--- src/sv/splhr_pkg.sv ---
package splhr_pkg;

  localparam int SAMPLE_BITS_DEF    = 16;
  localparam int GAIN_FRAC_BITS_DEF = 24;

  // Widths of the hold and decay registers and of the hold counter.
  localparam int CNT_BITS  = 16;
  localparam int HOLD_BITS = 17;

  localparam int CFG_IDX_BITS = 2;

  localparam logic [CFG_IDX_BITS-1:0] REG_MAX_VOLUME    = 2'd0;
  localparam logic [CFG_IDX_BITS-1:0] REG_HOLD_SAMPLES  = 2'd1;
  localparam logic [CFG_IDX_BITS-1:0] REG_DECAY_SAMPLES = 2'd2;

  typedef struct packed {
    logic load;
    logic step;
  } unit_ctl_t;

endpackage

--- src/sv/splhr_smul.sv ---
module splhr_smul #(
  parameter int A_W = splhr_pkg::GAIN_FRAC_BITS_DEF + 1,
  parameter int B_W = splhr_pkg::SAMPLE_BITS_DEF
) (
  input  logic                  clk,
  input  splhr_pkg::unit_ctl_t  ctl,
  input  logic [A_W-1:0]        a,
  input  logic [B_W-1:0]        b,
  output logic [A_W+B_W-1:0]    prod
);
  import splhr_pkg::*;

  // Shift-add multiplier: one multiplier bit per cycle while step is high, LSB first. The
  // multiplier sits in the low part of the accumulator and shifts out.
  logic [A_W-1:0]     a_r;
  logic [A_W+B_W-1:0] acc_r;
  logic [A_W+B_W-1:0] acc_nxt;
  logic [A_W:0]       sum;

  always_comb begin
    sum = {1'b0, acc_r[A_W+B_W-1:B_W]} + (acc_r[0] ? {1'b0, a_r} : '0);
    acc_nxt = acc_r;
    if (ctl.load) begin
      acc_nxt = {{A_W{1'b0}}, b};
    end else if (ctl.step) begin
      acc_nxt = {sum, acc_r[B_W-1:1]};
    end
  end

  always_ff @(posedge clk) begin
    if (ctl.load) begin
      a_r <= a;
    end
    acc_r <= acc_nxt;
  end

  assign prod = acc_r;

endmodule

--- src/sv/splhr_sdiv.sv ---
module splhr_sdiv #(
  parameter int N_W = splhr_pkg::GAIN_FRAC_BITS_DEF + 1,
  parameter int D_W = splhr_pkg::CNT_BITS
) (
  input  logic                  clk,
  input  splhr_pkg::unit_ctl_t  ctl,
  input  logic [D_W-1:0]        rem_init,
  input  logic [N_W-1:0]        num,
  input  logic [D_W-1:0]        den,
  output logic [N_W-1:0]        quo,
  output logic [D_W-1:0]        rem
);
  import splhr_pkg::*;

  // Restoring divider, one quotient bit per cycle while step is high. The starting remainder
  // must be below the divisor.
  logic [N_W-1:0] num_r;
  logic [N_W-1:0] quo_r;
  logic [D_W-1:0] rem_r;
  logic [D_W-1:0] den_r;
  logic [D_W:0]   trial;
  logic [D_W:0]   diff;
  logic           ge;

  always_comb begin
    trial = {rem_r, num_r[N_W-1]};
    ge    = trial >= {1'b0, den_r};
    diff  = trial - {1'b0, den_r};
  end

  always_ff @(posedge clk) begin
    if (ctl.load) begin
      num_r <= num;
      quo_r <= '0;
      rem_r <= rem_init;
      den_r <= den;
    end else if (ctl.step) begin
      num_r <= {num_r[N_W-2:0], 1'b0};
      quo_r <= {quo_r[N_W-2:0], ge};
      rem_r <= ge ? diff[D_W-1:0] : trial[D_W-1:0];
    end
  end

  assign quo = quo_r;
  assign rem = rem_r;

endmodule

--- src/sv/stereo_peak_limiter_hold_release.sv ---
// Stereo peak limiter with hold and linear release. Each input beat is one
// signed sample pair; each pair yields exactly one output beat with both
// samples scaled by the gain after this pair's update, rounded to nearest,
// plus that gain in unsigned 1.GAIN_FRAC_BITS form. One pair is processed
// at a time. Every pair takes two passes of the bit-serial multipliers:
// one for the clipping tests, one for output scaling. A pair that sets a
// new peak also runs the shared bit-serial divider between the passes,
// which first forms the new gain and then the release step. A finished
// beat waits in the output register while the next pair is taken in.
// Write configuration only while idle.
module stereo_peak_limiter_hold_release #(
  parameter int SAMPLE_BITS    = splhr_pkg::SAMPLE_BITS_DEF,
  parameter int GAIN_FRAC_BITS = splhr_pkg::GAIN_FRAC_BITS_DEF
) (
  input  logic                                     clk,
  input  logic                                     rst_n,
  input  logic                                     in_valid,
  output logic                                     in_ready,
  input  logic signed [SAMPLE_BITS-1:0]            in_left_in,
  input  logic signed [SAMPLE_BITS-1:0]            in_right_in,
  input  logic                                     in_end_of_block,
  output logic                                     out_valid,
  input  logic                                     out_ready,
  output logic signed [SAMPLE_BITS-1:0]            out_left_out,
  output logic signed [SAMPLE_BITS-1:0]            out_right_out,
  output logic                                     out_block_end_out,
  output logic [GAIN_FRAC_BITS:0]                  out_gain_now,
  input  logic                                     cfg_we,
  input  logic [splhr_pkg::CFG_IDX_BITS-1:0]       cfg_index,
  input  logic [((SAMPLE_BITS-1 > splhr_pkg::CNT_BITS) ?
                 SAMPLE_BITS-1 : splhr_pkg::CNT_BITS)-1:0] cfg_wdata
);
  import splhr_pkg::*;

  localparam int SB   = SAMPLE_BITS;
  localparam int GF   = GAIN_FRAC_BITS;
  localparam int GW   = GF + 1;
  localparam int AW   = GW + 1;
  localparam int PXW  = AW + SB;
  localparam int PYW  = GW + SB;
  localparam int LW   = SB - 1 + GF;
  localparam int DW   = (SB > CNT_BITS) ? SB : CNT_BITS;
  localparam int NMAX = (GW > SB) ? GW : SB;
  localparam int CTW  = $clog2(NMAX + 1);

  localparam logic [GW-1:0] UNITY = {1'b1, {GF{1'b0}}};
  localparam logic [GF-1:0] HALF  = {1'b1, {(GF-1){1'b0}}};

  localparam logic [3:0] ST_IDLE   = 4'd0;
  localparam logic [3:0] ST_PREP   = 4'd1;
  localparam logic [3:0] ST_MUL    = 4'd2;
  localparam logic [3:0] ST_DECIDE = 4'd3;
  localparam logic [3:0] ST_DIV1   = 4'd4;
  localparam logic [3:0] ST_GAP    = 4'd5;
  localparam logic [3:0] ST_DIV2   = 4'd6;
  localparam logic [3:0] ST_STEP   = 4'd7;
  localparam logic [3:0] ST_SCLD   = 4'd8;
  localparam logic [3:0] ST_SCALE  = 4'd9;
  localparam logic [3:0] ST_FIN    = 4'd10;

  logic [3:0]           state_r, state_nxt;
  logic [CTW-1:0]       cnt_r, cnt_nxt;

  logic [SB-2:0]        mv_r;
  logic [CNT_BITS-1:0]  hs_r;
  logic [CNT_BITS-1:0]  dec_r;

  logic [GW-1:0]        gain_r, gain_nxt;
  logic [GW-1:0]        step_r, step_nxt;
  logic [HOLD_BITS-1:0] hold_r, hold_nxt;

  logic [SB-1:0]        ml_r, mr_r, peak_r;
  logic                 nl_r, nr_r, eob_r;
  logic [SB-1:0]        ml_in, mr_in;

  logic                 out_valid_r, out_valid_nxt;
  logic [SB-1:0]        out_l_r, out_r_r;
  logic                 out_eob_r;
  logic [GW-1:0]        out_gain_r;

  unit_ctl_t            mul_ctl, dv_ctl;
  logic [AW-1:0]        mx_a;
  logic [SB-1:0]        mx_b, my_b;
  logic [PXW-1:0]       prod_x;
  logic [PYW-1:0]       prod_y;

  logic [DW-1:0]        dv_rem_init, dv_den;
  logic [GW-1:0]        dv_num, dv_quo;
  logic [DW-1:0]        dv_rem;

  logic [AW-1:0]        gsum;
  logic [GW-1:0]        gcap;
  logic [HOLD_BITS-1:0] hold_inc;
  logic [LW-1:0]        limit;
  logic                 upd, cond_a, cond_b, go_div, fin_load;
  logic [CNT_BITS-1:0]  dec_eff;
  logic [GW-1:0]        gap;
  logic [PXW-1:0]       rnd_x;
  logic [PYW-1:0]       rnd_y;
  logic [SB-1:0]        rx, ry, sl, sr;

  always_comb begin
    ml_in    = in_left_in[SB-1] ? (~unsigned'(in_left_in) + 1'b1) : unsigned'(in_left_in);
    mr_in    = in_right_in[SB-1] ? (~unsigned'(in_right_in) + 1'b1)
                                 : unsigned'(in_right_in);
    gsum     = {1'b0, gain_r} + {1'b0, step_r};
    gcap     = (gsum > {1'b0, UNITY}) ? UNITY : gsum[GW-1:0];
    hold_inc = (&hold_r) ? hold_r : hold_r + 1'b1;
    limit    = {mv_r, {GF{1'b0}}};
    upd      = (gain_r != UNITY) || (peak_r > {1'b0, mv_r});
    cond_a   = (gain_r != UNITY) && (prod_x <= PXW'(limit));
    cond_b   = prod_y > PYW'(limit);
    go_div   = upd && !cond_a && cond_b;
    dec_eff  = (dec_r == '0) ? CNT_BITS'(1) : dec_r;
    gap      = UNITY - dv_quo;

    rnd_x    = prod_x + PXW'(HALF);
    rnd_y    = prod_y + PYW'(HALF);
    rx       = rnd_x[GF +: SB];
    ry       = rnd_y[GF +: SB];
    sl       = nl_r ? (~rx + 1'b1) : rx;
    sr       = nr_r ? (~ry + 1'b1) : ry;
  end

  always_comb begin
    mul_ctl.load = (state_r == ST_PREP) || (state_r == ST_SCLD);
    mul_ctl.step = (state_r == ST_MUL) || (state_r == ST_SCALE);
    dv_ctl.load  = ((state_r == ST_DECIDE) && go_div) || (state_r == ST_GAP);
    dv_ctl.step  = (state_r == ST_DIV1) || (state_r == ST_DIV2);

    mx_a = (state_r == ST_PREP) ? gsum : AW'(gain_r);
    mx_b = (state_r == ST_PREP) ? peak_r : ml_r;
    my_b = (state_r == ST_PREP) ? peak_r : mr_r;

    dv_rem_init = (state_r == ST_DECIDE) ? DW'(mv_r) : '0;
    dv_num      = (state_r == ST_GAP) ? gap : '0;
    dv_den      = (state_r == ST_DECIDE) ? DW'(peak_r) : DW'(dec_eff);
  end

  always_comb begin
    state_nxt = state_r;
    cnt_nxt   = cnt_r;
    gain_nxt  = gain_r;
    step_nxt  = step_r;
    hold_nxt  = hold_r;
    fin_load  = 1'b0;
    unique case (state_r)
      ST_IDLE: begin
        if (in_valid) begin
          state_nxt = ST_PREP;
        end
      end
      ST_PREP: begin
        cnt_nxt   = CTW'(SB);
        state_nxt = ST_MUL;
      end
      ST_MUL: begin
        cnt_nxt = cnt_r - 1'b1;
        if (cnt_r == CTW'(1)) begin
          state_nxt = ST_DECIDE;
        end
      end
      ST_DECIDE: begin
        state_nxt = ST_SCLD;
        if (upd) begin
          if (cond_a) begin
            hold_nxt = hold_inc;
            if (hold_inc > {1'b0, hs_r}) begin
              gain_nxt = gcap;
            end
          end else if (cond_b) begin
            hold_nxt  = '0;
            cnt_nxt   = CTW'(GF);
            state_nxt = ST_DIV1;
          end else begin
            hold_nxt = '0;
          end
        end
      end
      ST_DIV1: begin
        cnt_nxt = cnt_r - 1'b1;
        if (cnt_r == CTW'(1)) begin
          state_nxt = ST_GAP;
        end
      end
      ST_GAP: begin
        gain_nxt  = dv_quo;
        cnt_nxt   = CTW'(GW);
        state_nxt = ST_DIV2;
      end
      ST_DIV2: begin
        cnt_nxt = cnt_r - 1'b1;
        if (cnt_r == CTW'(1)) begin
          state_nxt = ST_STEP;
        end
      end
      ST_STEP: begin
        step_nxt  = dv_quo + GW'(dv_rem != '0);
        state_nxt = ST_SCLD;
      end
      ST_SCLD: begin
        cnt_nxt   = CTW'(SB);
        state_nxt = ST_SCALE;
      end
      ST_SCALE: begin
        cnt_nxt = cnt_r - 1'b1;
        if (cnt_r == CTW'(1)) begin
          state_nxt = ST_FIN;
        end
      end
      ST_FIN: begin
        if (!out_valid_r || out_ready) begin
          fin_load  = 1'b1;
          state_nxt = ST_IDLE;
        end
      end
      default: begin
        state_nxt = ST_IDLE;
      end
    endcase

    out_valid_nxt = (out_valid_r && !out_ready) || fin_load;
  end

  always_ff @(posedge clk) begin
    if (!rst_n) begin
      state_r     <= ST_IDLE;
      cnt_r       <= '0;
      out_valid_r <= 1'b0;
      gain_r      <= UNITY;
      step_r      <= '0;
      hold_r      <= '0;
      mv_r        <= '1;
      hs_r        <= '0;
      dec_r       <= CNT_BITS'(1);
    end else begin
      state_r     <= state_nxt;
      cnt_r       <= cnt_nxt;
      out_valid_r <= out_valid_nxt;
      gain_r      <= gain_nxt;
      step_r      <= step_nxt;
      hold_r      <= hold_nxt;
      if (cfg_we) begin
        unique case (cfg_index)
          REG_MAX_VOLUME:    mv_r  <= cfg_wdata[SB-2:0];
          REG_HOLD_SAMPLES:  hs_r  <= cfg_wdata[CNT_BITS-1:0];
          REG_DECAY_SAMPLES: dec_r <= cfg_wdata[CNT_BITS-1:0];
          default: begin
          end
        endcase
      end
    end
  end

  always_ff @(posedge clk) begin
    if (in_valid && in_ready) begin
      ml_r   <= ml_in;
      mr_r   <= mr_in;
      peak_r <= (mr_in > ml_in) ? mr_in : ml_in;
      nl_r   <= in_left_in[SB-1];
      nr_r   <= in_right_in[SB-1];
      eob_r  <= in_end_of_block;
    end
    if (fin_load) begin
      out_l_r    <= sl;
      out_r_r    <= sr;
      out_eob_r  <= eob_r;
      out_gain_r <= gain_r;
    end
  end

  splhr_smul #(.A_W(AW), .B_W(SB)) u_mul_x (
    .clk  (clk),
    .ctl  (mul_ctl),
    .a    (mx_a),
    .b    (mx_b),
    .prod (prod_x)
  );

  splhr_smul #(.A_W(GW), .B_W(SB)) u_mul_y (
    .clk  (clk),
    .ctl  (mul_ctl),
    .a    (gain_r),
    .b    (my_b),
    .prod (prod_y)
  );

  splhr_sdiv #(.N_W(GW), .D_W(DW)) u_div (
    .clk      (clk),
    .ctl      (dv_ctl),
    .rem_init (dv_rem_init),
    .num      (dv_num),
    .den      (dv_den),
    .quo      (dv_quo),
    .rem      (dv_rem)
  );

  assign in_ready          = (state_r == ST_IDLE);
  assign out_valid         = out_valid_r;
  assign out_left_out      = signed'(out_l_r);
  assign out_right_out     = signed'(out_r_r);
  assign out_block_end_out = out_eob_r;
  assign out_gain_now      = out_gain_r;

`ifndef SYNTHESIS
  a_gain_le_unity: assert property (@(posedge clk) disable iff (!rst_n)
    out_valid |-> out_gain_now <= UNITY)
    else $error("output gain above unity");

  a_one_at_a_time: assert property (@(posedge clk) disable iff (!rst_n)
    in_valid && in_ready |=> !in_ready)
    else $error("second pair accepted while busy");

  a_div_start: assert property (@(posedge clk) disable iff (!rst_n)
    (state_r == ST_DECIDE) && go_div |-> {1'b0, mv_r} < peak_r)
    else $error("gain division started with peak not above limit");

  a_step_nonzero: assert property (@(posedge clk) disable iff (!rst_n)
    state_r == ST_STEP |=> (step_r != '0) || (gain_r == UNITY))
    else $error("zero release step below unity gain");
`endif

endmodule

--- config.mk ---
export PLATFORM = sky130hd
export DESIGN_NAME = stereo_peak_limiter_hold_release
export DESIGN_NICKNAME = d
export VERILOG_FILES = /design/src/sv/splhr_pkg.sv /design/src/sv/splhr_smul.sv /design/src/sv/splhr_sdiv.sv /design/src/sv/stereo_peak_limiter_hold_release.sv
export SDC_FILE = /design/constraint.sdc
export NUM_CORES = 1
export LEC_CHECK = 0
export BUFFER_PORTS_ARGS = -buffer_cell sky130_fd_sc_hd__buf_2
export CORE_MARGIN = 2
export CORE_UTILIZATION = 50
export DETAILED_ROUTE_END_ITERATION = 7
export PLACE_DENSITY = 0.67
export SYNTH_ARGS = -nofsm -noshare
export SYNTH_HDL_FRONTEND = slang
export SYNTH_SLANG_ARGS = --single-unit
--- constraint.sdc ---
create_clock -name clk -period 6 [get_ports clk]
set_input_delay 0.9 -clock clk [delete_from_list [all_inputs] [get_ports clk]]
set_output_delay 0.9 -clock clk [all_outputs]
set_load 0.03 [all_outputs]
Word-level counts from Yosys, hierarchy flattened
Cells that the tools add are included.
{"block": "classes", "addsub": 14, "magnitude_cmp": 7, "eq_ne": 25, "muxes": 46, "bitwise": 4, "reduce_logical": 34}
{"operator": "16-bit two-way mux", "count": 16}
{"operator": "25-bit two-way mux", "count": 9}
{"operator": "40-bit by 24-bit adder with 40-bit output (second input constant)", "count": 2}
{"operator": "16-bit by 1-bit adder with 16-bit output (second input constant)", "count": 4}
{"operator": "16-bit NOT", "count": 4}
{"operator": "25-bit by 25-bit adder with 26-bit output", "count": 2}
{"operator": "25-bit case mux with 2 select lines", "count": 1}
{"operator": "4-bit case mux with 11 select lines", "count": 1}
{"operator": "42-bit by 39-bit <= comparator with 1-bit output", "count": 1}
{"operator": "41-bit by 39-bit > comparator with 1-bit output", "count": 1}
{"operator": "4-bit two-way mux", "count": 9}
{"operator": "17-bit two-way mux", "count": 2}
{"operator": "26-bit by 26-bit adder with 27-bit output", "count": 1}
{"operator": "26-bit by 25-bit > comparator with 1-bit output (second input constant)", "count": 1}
{"operator": "26-bit two-way mux", "count": 1}
{"operator": "25-bit by 1-bit adder with 25-bit output", "count": 1}
{"operator": "25-bit != test (second input constant)", "count": 1}
{"operator": "25-bit subtractor (first input constant)", "count": 1}
{"operator": "5-bit case mux with 4 select lines", "count": 1}
{"operator": "17-bit by 1-bit adder with 17-bit output (second input constant)", "count": 1}
{"operator": "17-bit by 16-bit >= comparator with 1-bit output", "count": 1}
{"operator": "17-bit by 16-bit > comparator with 1-bit output", "count": 1}
{"operator": "17-bit AND reduction", "count": 1}
{"operator": "4-bit by 3-bit equality test with 1-bit output (second input constant)", "count": 4}
{"operator": "other kinds (29)", "count": 63}
{"block": "word_totals", "regBits": 449, "out_inout_bits": 60}

Longest topological paths before layout
Gate-level depths: netlist (run 1).
{"block": "depth", "depth_word": 8, "depth_mapped": 20, "mapped_depth_nobuf": 19}

Cells and area by module
From an unflattened synthesis (run 1), not the netlist that was laid out.
{"block": "hier_totals", "cells_unflattened": 3028, "hier_area_um2": 27961.8}
{"module": "stereo_peak_limiter_hold_release", "n_inst": 1, "cells_each": 1919, "area_per_inst_um2": 16090.4}
{"module": "splhr_sdiv", "n_inst": 1, "cells_each": 335, "area_per_inst_um2": 4066.4}
{"module": "splhr_smul (u_mul_x)", "n_inst": 1, "cells_each": 392, "area_per_inst_um2": 3972.6}
{"module": "splhr_smul (u_mul_y)", "n_inst": 1, "cells_each": 382, "area_per_inst_um2": 3832.4}

Worst setup path after synthesis (run 1)
No wires, ideal clock.
{"block": "synth_timing", "kind": "input port to flip-flop", "start": "in in_right_in[4]", "end": "reg peak_r[10] (data pin)", "setup_ns": 0.260, "arrival_ns": 4.481, "required_time_ns": 5.740, "slack_ns": 1.259, "stages": 13, "n_path_buf": 1, "cell_sequence": "or4_1 or3_1 or4_1 nor4_1 a21boi_1 xor2_1 ha_1 nand4_1 nor2_1 o21ai_1 a21oi_1 clkbuf_1 mux2_2"}
{"block": "synth_between", "elab_chain_len": 5}
{"element": "start, declared", "line": "stereo_peak_limiter_hold_release.sv:20", "rtl": "input logic signed [SAMPLE_BITS-1:0] in_right_in,"}
{"element": "16-bit NOT", "line": "stereo_peak_limiter_hold_release.sv:104", "rtl": "mr_in = in_right_in[SB-1] ? (~unsigned'(in_right_in) + 1'b1)"}
{"element": "16-bit by 1-bit adder with 16-bit output", "line": "stereo_peak_limiter_hold_release.sv:104"}
{"element": "16-bit two-way mux", "line": "stereo_peak_limiter_hold_release.sv:104"}
{"element": "net mr_in[14]", "line": "stereo_peak_limiter_hold_release.sv:74", "rtl": "logic [SB-1:0] ml_in, mr_in;"}
{"element": "16-bit > comparator", "line": "stereo_peak_limiter_hold_release.sv:259", "rtl": "peak_r <= (mr_in > ml_in) ? mr_in : ml_in;"}
{"element": "16-bit two-way mux", "line": "stereo_peak_limiter_hold_release.sv:259"}
{"element": "end signal, assigned", "line": "stereo_peak_limiter_hold_release.sv:259"}
{"element": "end, declared", "line": "stereo_peak_limiter_hold_release.sv:72", "rtl": "logic [SB-1:0] ml_r, mr_r, peak_r;"}
The timed path passes the listed nets, and every way through them passes these cells.
A chain may end at the register's enable or synchronous reset.

Worst setup path after layout (run 1)
{"block": "layout_timing", "start": "reg hold_r[4]", "end": "reg gain_r[19]"}
{"block": "layout_between", "elab_chain_len": 5, "word_cells_on_any_way": 6}
{"element": "start, declared", "line": "stereo_peak_limiter_hold_release.sv:70", "rtl": "logic [HOLD_BITS-1:0] hold_r, hold_nxt;"}
{"element": "start signal, assigned", "line": "stereo_peak_limiter_hold_release.sv:242", "rtl": "hold_r <= hold_nxt;"}
{"element": "17-bit by 1-bit adder with 17-bit output or 17-bit AND reduction (tied branches)", "line": "stereo_peak_limiter_hold_release.sv:108", "rtl": "hold_inc = (&hold_r) ? hold_r : hold_r + 1'b1;"}
{"element": "17-bit two-way mux *", "line": "stereo_peak_limiter_hold_release.sv:108"}
{"element": "17-bit by 16-bit > comparator with 1-bit output *", "line": "stereo_peak_limiter_hold_release.sv:168", "rtl": "if (hold_inc > {1'b0, hs_r}) begin"}
{"element": "2-bit by 1-bit != test with 1-bit output (no source line) *"}
{"element": "4-bit AND reduction (no source line) *"}
{"element": "end signal, assigned", "line": "stereo_peak_limiter_hold_release.sv:240", "rtl": "gain_r <= gain_nxt;"}
{"element": "end, declared", "line": "stereo_peak_limiter_hold_release.sv:68", "rtl": "logic [GW-1:0] gain_r, gain_nxt;"}
Mark *: on every way between the ends. The rest lies on a longest branch, timed or not.

==> metrics, run 1 <==
CTS Buf Count 51; worst r2r path cells 20; setup tns final 0 ns; Sw Ratio 0.372; PwrDens 423 nW/um^2; filler cell count 4575; post-route ant nets 0; Mapped Area 26100 um^2; ant diodes 0; Clock Path Buffers 3; Root Driver clkbuf_16; Initial DRT Pass Iterations 5; DP Wirelength 52800 um; CP Cell Sequence nand4_1 -> nor2_1 -> nand3_1 -> nor3_1 -> nand2_1 -> nand4_1 -> nor2_1 -> nand3_1 -> xnor2_1 -> ha_1 -> nand3_1 -> or2_2 -> nor3_1 -> nand3_1 -> a211o_1 -> nand2_1 -> a22oi_2 -> buf_4 -> o21ai_0 -> a21oi_1; met3 WL post-DR 5270 um; largest net degree at the start of global routing 85; synth unique cells 78; IO Pins 116; Final Wtd Congestion 0.928; Max Used Layer met4; Iteration-0 DRC Markers 1948; total gr overflow 0; Initial Util 0.508; Leak 11.6 nW; clock tree sinks 449; row count 83; Cell Area, Placed 27300 um^2; Met1 Wirelength 30800 um; crit path max-delay cell type dfxtp_1; share of cells above drive strength 1 0.0942; worst slew pin tran 1.32 ns; register area share after synthesis 0.439; worst r2r src hold_r[4]; dpl ws 0.931 ns; first-pass GRT wire length 112000 um; WP data arrival 5.22 ns; share of power burned in the clock network 0.258; Tot Pwr 12.3 mW; Setup Fix Bufs, Post-CTS 0; HP Start eob_r; hold path cells 0; Min-Delay Endpoint out_block_end_out; critical path required time 6.46 ns; Core Region 51500 um^2; Mapped Nets 3076; combinational power share 0.348; #FFs+latches synth 449; VDD IR max 0.000244 V; endpoints failing setup 0; P_sw 4.56 mW; via count 21300; Vias/cell 5.90; cts-stage hold buffer count 0; Die H 233 um; Post-CTS Resized 0; EDFF count, synth 249; Startpoint Class register; Flop pwr share 0.394; Slew headroom 0.119; Synth async-reset ratio 0; Max Fanout on Critical Path 50; die area 54100 um^2; Area Overhead vs Synth 10.8%; Int Power 7.70 mW; CP peak stage delay 0.45 ns; R2R Path End gain_r[19]; WL/cell 19.8 um; worst skew pair latency 0.60 ns; Final Util 0.562; DRC 0; max-slew violation count 0; Syn Area/Cell 9.22 um^2; yosys warns 0; reg2reg setup slack 1.25 ns; CTS tree done; Clk pin slew, worst setup/hold paths 0.06 ns; clock skew 0.0192 ns; Most common cell on crit path nand3_1; Mapped Cells 2835; crit end category register; Worst Setup Slack, final 1.25 ns; Final #Nets 3130; total track usage 0.264; placed cell count 3516; Port Buf Inserts 115; class of the most critical hold timing path register to register; Hold WS 0.428 ns; period utilisation layout 0.792; Primary FF master, synth edfxtp_1; initial antenna violation count 0; design area 29000 um^2; Routed WL 71600 um; Die W 233 um; number of global-route vias before repair 20100; min Tclk post-route 4.75 ns; result of the run complete, no violations; final hold vios 0; fmax 210 MHz; metal2 WL 33000 um; max cap viols 0; H-tree depth 2; kind of critical path register to register; Final Non-Filler Cells 3611; RSZ-0062 raised after global routing no
-- how the worst max path moves through the flow --
stage,cells past startpoint,start,end,slack [ns]
final,20,hold_r[4],gain_r[19],1.25
after detailed placement,14,in_right_in[4],peak_r[12],0.93
after global placement,15,in_right_in[4],peak_r[11],0.98
after floorplan,13,in_right_in[4],peak_r[10],1.26
after CTS,20,hold_r[4],gain_r[6],1.29
after global routing,20,hold_r[4],gain_r[11],0.75
-- cells by family (layout without fill, tap and decap cells) --
| kind of cell | Yosys count | in the layout | share of synthesized area |
|---|---|---|---|
| adders and majority gates | 185 | 185 | 0.0897 |
| xor gates and xnor gates | 214 | 214 | 0.0717 |
| DFF | 449 | 449 | 0.439 |
| and+or+nand+nor | 1005 | 1005 | 0.181 |
| AOI/OAI and AO/OA | 678 | 678 | 0.163 |
| muxes | 38 | 38 | 0.0160 |
| buffers and inverters | 266 | 362 | 0.0386 |
-- Yosys cell counts, types with 36 or more instances --
library cell	instances	share of area
dfxtp_1	200	0.15
a21oi_1	157	0.030
nor2_1	144	0.021
inv_1	122	0.018
and2_1	62	0.015
nor3_1	45	0.0086
clkbuf_1	118	0.017
a31oi_1	68	0.016
ha_1	181	0.087
nand2_1	427	0.061
nor4_1	37	0.0089
o21ai_1	36	0.0069
xor2_1	102	0.034
xnor2_1	112	0.038
o21ai_0	156	0.030
edfxtp_1	249	0.29
a21o_1	49	0.014
nand3_1	104	0.020
-- final cells by class --
type	count	area (um^2)	share of cell area
Clock buffer	68	1440	0.0499
Tap cell	680	851	0.0294
Timing Repair Buffer	140	763	0.0264
Clock inverter	27	256	0.00886
Inverter	127	477	0.0165
Multi-Input combinational cell	2120	13700	0.473
Sequential cell	449	11500	0.396
-- power by group through the flow --
stage | registers [mW] | logic, mW | clock network [mW]
5_1_grt | 4.90 | 4.75 | 3.35
3_5_place_dp | 4.88 | 4.21 | 0
2_1_floorplan | 4.51 | 3.33 | 0
3_3_place_gp | 4.86 | 4.11 | 0
4_1_cts | 4.82 | 4.24 | 3.23
6_report | 4.83 | 4.26 | 3.17
-- flip-flops by register name, indices dropped and copies added (netlist names), 15 cells and up --
register / flops
u_div.rem: 16
out_left_out: 16
u_div.den_r: 16
gain_r: 25
peak_r: 16
u_div.quo: 25
step_r: 25
hs_r: 16
u_mul_y.a_r: 25
ml_r: 16
hold_r: 17
out_right_out: 16
u_div.num_r: 25
u_mul_x.prod: 42
out_gain_now: 25
mr_r: 16
u_mul_y.prod: 41
mv_r: 15
dec_r: 16
u_mul_x.a_r: 26
-- layer usage --
| metal | up-vias | GRT usage |
|---|---|---|
| met3 | 142 | 0.0479 |
| met5 | - | 0 |
| met4 | 0 | 0.0979 |
| met2 | 693 | 0.429 |
| li1 | 10400 | - |
| met1 | 10100 | 0.351 |
-- worst max-delay path, delay by kind of cell, from the launching register on --
family                     cells  cell delay (ns)
AOI/OAI and AO/OA              4             0.70
xor gates and xnor gates       1             0.08
adders and majority gates      1             0.27
buffers and inverters          1             0.31
DFF                            1             0.45
and+or+nand+nor               13             2.81
-- cells in the final DEF, fill, tap and decap left out, types with 34 or more instances in the layout --
master	count
a211oi_1	34
a21o_1	48
a21oi_1	157
a31oi_1	68
and2_1	61
buf_2	115
clkbuf_16	54
dfxtp_1	200
edfxtp_1	249
ha_1	181
inv_1	122
nand2_1	426
nand3_1	104
nor2_1	143
nor3_1	45
nor4_1	37
o21ai_0	156
o21ai_1	35
xnor2_1	112
xor2_1	102
Note: power is estimated with default switching activity, not from simulation.
==> run 2: changes to the inputs <==
==> constraint.sdc (replaced) <==
create_clock -name clk -period 4.7 [get_ports clk]
set_input_delay 0.705 -clock clk [delete_from_list [all_inputs] [get_ports clk]]
set_output_delay 0.705 -clock clk [all_outputs]
set_load 0.03 [all_outputs]
==> run 2 against run 1 <==
Net effect: setup slack worse by 0.87 ns; register-to-register slack worse by 0.87 ns; global-route usage grew 0.58 points; die area did not move; hold slack worse by 0.14 ns; sequential share of layout area fell by 0.18 points; fmax increased by 9.9%; critical path depth stayed put.
==> metrics, run 2 (synthesis gave the netlist of run 1 again) <==
worst slew pin tran 1.24 ns (-0.0741 ns); Area Overhead vs Synth 11.3%; largest net degree at the start of global routing 60 (-29%); Port Buf Inserts 115 (unchanged); Clock Path Buffers 3 (unchanged); setup tns final 0 ns (unchanged); Initial Util 0.508 (unchanged); Initial DRT Pass Iterations 8 (+3); CP Cell Sequence nand4_1 -> nor2_1 -> nand3_1 -> nor3_1 -> nand2_1 -> nand4_1 -> buf_4 -> nor3_1 -> xor2_1 -> ha_1 -> nand4_1 -> or2_2 -> nor3_1 -> nand3_1 -> a211o_1 -> nand2_1 -> a22oi_2 -> buf_12 -> o21ai_0 -> a21oi_1; WL/cell 20.0 um (+1.0%); IO Pins 116 (unchanged); design area 29100 um^2 (+0.44%); endpoints failing setup 0 (unchanged); share of power burned in the clock network 0.248 (-0.010); Final Wtd Congestion 0.928 (about the same); fmax 231 MHz (+9.9%); number of global-route vias before repair 20500 (+2.0%); row count 83 (unchanged); largest delay contributor family on the critical path simple AND/OR/NAND/NOR gates; crit path max-delay cell type dfxtp_1; Root Driver clkbuf_16; Cell Area, Placed 27500 um^2 (+0.81%); post-route ant nets 0 (unchanged); max cap viols 0 (unchanged); VDD IR max 0.000329 V (+35%); CP peak stage delay 0.44 ns (about the same); cts-stage hold buffer count 0 (unchanged); Setup Fix Bufs, Post-CTS 0 (unchanged); worst skew pair latency 0.61 ns (about the same); Int Power 9.67 mW (+26%); number of flip-flops in the largest register 42 (unchanged); Final #Nets 3155 (+0.80%); initial antenna violation count 0 (unchanged); critical path required time 5.16 ns (-1.30 ns); min Tclk post-route 4.33 ns (-0.426 ns); max-slew violation count 0 (unchanged); most common cell after layout, fill and taps aside nand2_1; Slew headroom 0.171 (+0.0518); Vias/cell 5.92 (+0.41%); clock tree sinks 449 (unchanged); result of the run complete, no violations; most frequent cells in the layout 426 x nand2_1, 249 x edfxtp_1, 200 x dfxtp_1; crit end category register; clock skew 0.0310 ns (+0.0118 ns); final hold vios 0 (unchanged); total track usage 0.270 (+0.00583); Die H 233 um (unchanged); via count 21500 (+1.1%); Core Region 51500 um^2 (unchanged); CTS tree done; combinational power share 0.356 (+0.008); Clk pin slew, worst setup/hold paths 0.06 ns (about the same); die area 54100 um^2 (unchanged); Final Util 0.565 (+0.00250); Post-CTS Resized 0 (unchanged); first-pass GRT wire length 114000 um (+2.4%); worst path bufs/invs 2 (+1); CTS Buf Count 50 (-2.0%); Tot Pwr 15.5 mW (+27%); placed cell count 3542 (+0.74%); Sw Ratio 0.378 (+0.00601); WP data arrival 4.79 ns (-0.43 ns); class of the most critical hold timing path input pin to register; Die W 233 um (unchanged); Max Fanout on Critical Path 50 (unchanged); Routed WL 72900 um (+1.8%); Iteration-0 DRC Markers 1970 (+1.1%); DRC 0 (unchanged); DP Wirelength 54900 um (+3.9%); H-tree depth 2 (unchanged); total gr overflow 0 (unchanged); RSZ-0062 raised after global routing no; PwrDens 534 nW/um^2 (+26%); share of cells above drive strength 1 0.102 (+0.00766); P_sw 5.87 mW (+29%); Startpoint Class register; kind of critical path register to register; Flop pwr share 0.396 (+0.002); Final Non-Filler Cells 3637 (+0.72%); filler cell count 4617 (+0.92%); period utilisation layout 0.921 (+0.128); Leak 11.7 nW (+0.70%)
## run 2: area by class of cell
type                            instances  area [um^2]  area share
Antenna cell                            1         2.50   0.0000860
Clock buffer                           74         1480      0.0508
Clock inverter                         20          130     0.00447
Inverter                              127          477      0.0164
Multi-Input combinational cell       2120        13700       0.471
Sequential cell                       449        11500       0.395
Tap cell                              680          851      0.0293
Timing Repair Buffer                  166          983      0.0338
## run 2: final timing paths
check	startpoint	to	slack [ns]	cells after the start
max	hold_r[3]	gain_r[17]	0.37	20
min	in_end_of_block	eob_r	0.29	1
max reg2reg	hold_r[3]	gain_r[17]	0.37	20
min reg2reg	eob_r	out_block_end_out	0.42	0
## run 2: routing by layer
layer  global-route usage  routed length [um]
met1                0.362               31700
met5                    0                   0
met4               0.0908                2420
met2                0.442               33800
met3               0.0446                4990
## run 2: stage by stage
stage | hold WS [ns] | setup slack, ns
floorplan | 0.400 | 0.154
CTS | 0.261 | 0.447
global placement | 0.404 | 0.0899
detailed placement | 0.406 | 0.0810
finish | 0.293 | 0.372
global route | 0.279 | 0.0434
## run 2: worst register-to-register path, delay by kind of cell, from the launching register on
kind                     cells  cell delay (ns)
buffers and inverters        2             0.42
AO/OA/AOI/OAI                4             0.70
adder cells (fa/ha/maj)      1             0.28
flip-flops                   1             0.44
AND/OR/NAND/NOR             12             2.20
XOR/XNOR                     1             0.16
## run 2: power by group through the flow
stage	clock network (mW)	logic (mW)	registers, mW
after global routing	4.05	6.17	6.24
after detailed placement	0	5.48	6.22
after global placement	0	5.31	6.20
after floorplan	0	4.25	5.75
after CTS	3.91	5.51	6.14
final	3.85	5.54	6.15
==> run 3: changes to the inputs <==
--- a/config.mk
+++ b/config.mk
@@ -5,7 +5,7 @@
 export SDC_FILE = /design/constraint.sdc
 export NUM_CORES = 1
 export LEC_CHECK = 0
-export BUFFER_PORTS_ARGS = -buffer_cell sky130_fd_sc_hd__buf_2
+export BUFFER_PORTS_ARGS = -buffer_cell sky130_fd_sc_hd__clkbuf_2
 export CORE_MARGIN = 2
 export CORE_UTILIZATION = 50
 export DETAILED_ROUTE_END_ITERATION = 7
==> run 3 against run 2 <==
Net effect: core utilization is 0.28 points higher; final cell count hardly changed; clock skew is 0.0020 ns higher; clock power is 7.3% higher; sequential share of layout area is 0.19 points lower; sequential power hardly changed; combinational power hardly changed; via count is 0.62% lower; highest routed layer is now met5; sequential cell count stayed put; global-route usage hardly changed; hold slack worse by 0.0083 ns.
==> metrics, run 3 (synthesis gave the netlist of run 1 again) <==
result of the run complete, no violations; Final #Nets 3160 (+0.16%); worst skew pair latency 0.60 ns (about the same); period utilisation layout 0.926 (+0.00558); initial antenna violation count 4 (+4); cts-stage hold buffer count 0 (unchanged); first-pass GRT wire length 114000 um (-0.53%); share of cells above drive strength 1 0.104 (+0.00223); IO Pins 116 (unchanged); min Tclk post-route 4.35 ns (+0.0262 ns); Post-CTS Resized 0 (unchanged); die area 54100 um^2 (unchanged); number of global-route vias before repair 20500 (+0.068%); total gr overflow 0 (unchanged); Core Region 51500 um^2 (unchanged); Iteration-0 DRC Markers 1595 (-19%); Die H 233 um (unchanged); max cap viols 0 (unchanged); CTS tree done; Port Buf Inserts 115 (unchanged); class of the most critical hold timing path input pin to register; DRC 0 (unchanged); worst r2r path cells 20 (unchanged); Final Wtd Congestion 0.941 (+1.4%); Root Driver clkbuf_16; Setup Fix Bufs, Post-CTS 0 (unchanged); DP Wirelength 54900 um (about the same); design area 29200 um^2 (+0.49%); Max Fanout on Critical Path 50 (unchanged); WP data arrival 4.82 ns (+0.03 ns); Initial DRT Pass Iterations 6 (-2); kind of critical path register to register; ant diodes 0 (-1); max-slew violation count 0 (unchanged); PwrDens 541 nW/um^2 (+1.2%); row count 83 (unchanged); critical path required time 5.16 ns (about the same); Routed WL 72500 um (-0.50%); hold path cells 1 (unchanged); post-route ant nets 0 (unchanged); Clock Path Buffers 3 (unchanged); crit end category register; final hold vios 0 (unchanged); endpoints failing setup 0 (unchanged); total track usage 0.269 (-0.000437); Final Util 0.567 (+0.00279); Area Overhead vs Synth 11.8%; Startpoint Class register; clock tree sinks 449 (unchanged); WL/cell 19.9 um (-0.58%); Leak 11.8 nW (+0.99%); Hold WS 0.284 ns (-0.00825 ns); largest net degree at the start of global routing 60 (unchanged); H-tree depth 2 (unchanged); via count 21400 (-0.62%); fmax 230 MHz (-0.60%); Die W 233 um (unchanged); VDD IR max 0.000358 V (+8.8%); setup tns final 0 ns (unchanged); Cell Area, Placed 27500 um^2 (+0.12%); worst slew pin tran 1.21 ns (-0.0293 ns); most common cell after layout, fill and taps aside nand2_1; Clk pin slew, worst setup/hold paths 0.07 ns (about the same); Initial Util 0.508 (unchanged); RSZ-0062 raised after global routing no; CTS Buf Count 49 (-2.0%); clock skew 0.0329 ns (+0.00195 ns); filler cell count 4621 (+0.087%); Slew headroom 0.191 (+0.0195); Vias/cell 5.88 (-0.70%); number of flip-flops in the largest register 42 (unchanged); most frequent cells in the layout 426 x nand2_1, 249 x edfxtp_1, 200 x dfxtp_1
==> run 3: cell count changes in the layout (fill, tap and decap cells not counted), sizes merged <==
cell	before	now
buf	166	57
bufinv	1	8
diode	1	0
inv	126	128
clkinvlp	4	2
clkbuf	74	176
clkinv	16	20
==> run 3: layer usage <==
layer,global-route usage,vias to the layer above,share of wire
met5,0,-,0.00037
met4,0.0826,4,0.030
met3,0.0429,149,0.068
met2,0.447,687,0.46
met1,0.361,10100,0.44
li1,-,10400,-
==> run 3: worst max-delay path: stages (launching register included) <==
cell,delay (ns)
dfxtp_1,0.44
nand4_1,0.21
nor2_1,0.19
nand3_1,0.19
nor3_1,0.29
nand2_1,0.21
nand4_1,0.21
buf_4,0.19
nor3_1,0.07
xor2_1,0.16
ha_1,0.30
nand4_1,0.09
or2_2,0.30
nor3_1,0.20
nand3_1,0.10
a211o_1,0.34
nand2_1,0.12
a22oi_2,0.09
buf_12,0.22
o21ai_0,0.19
a21oi_1,0.05
==> run 3: path summary, 6_finish.rpt <==
| kind | start | end | slack (ns) |
|---|---|---|---|
| min reg2reg | eob_r | out_block_end_out | 0.43 |
| max | hold_r[4] | gain_r[17] | 0.35 |
| min | in_end_of_block | eob_r | 0.28 |
| max reg2reg | hold_r[4] | gain_r[17] | 0.35 |
==> run 3: cell type report <==
class	count	area (um^2)	area share
Multi-Input combinational cell	2120	13700	0.468
Sequential cell	449	11500	0.393
Clock buffer	61	1370	0.0467
Timing Repair Buffer	172	1020	0.0348
Tap cell	680	851	0.0291
Inverter	127	477	0.0163
Clock inverter	31	354	0.0121
==> run 3: power breakdown <==
| part | leakage, nW | internal (mW) | switching (mW) |
|---|---|---|---|
| combinational | 7.06 | 2.16 | 3.36 |
| sequential | 3.93 | 5.29 | 0.874 |
| clock | 0.844 | 2.50 | 1.63 |
==> run 3: through the flow <==
stage | std cells | power, mW | worst slack (ns)
after detailed placement | 3548 | 11.7 | 0.0889
after floorplan | 2835 | 10.0 | 0.154
after global routing | 3640 | 16.7 | 0.0740
after CTS | 3640 | 15.8 | 0.407
final | 3640 | 15.8 | 0.346
after global placement | 3548 | 11.5 | 0.148
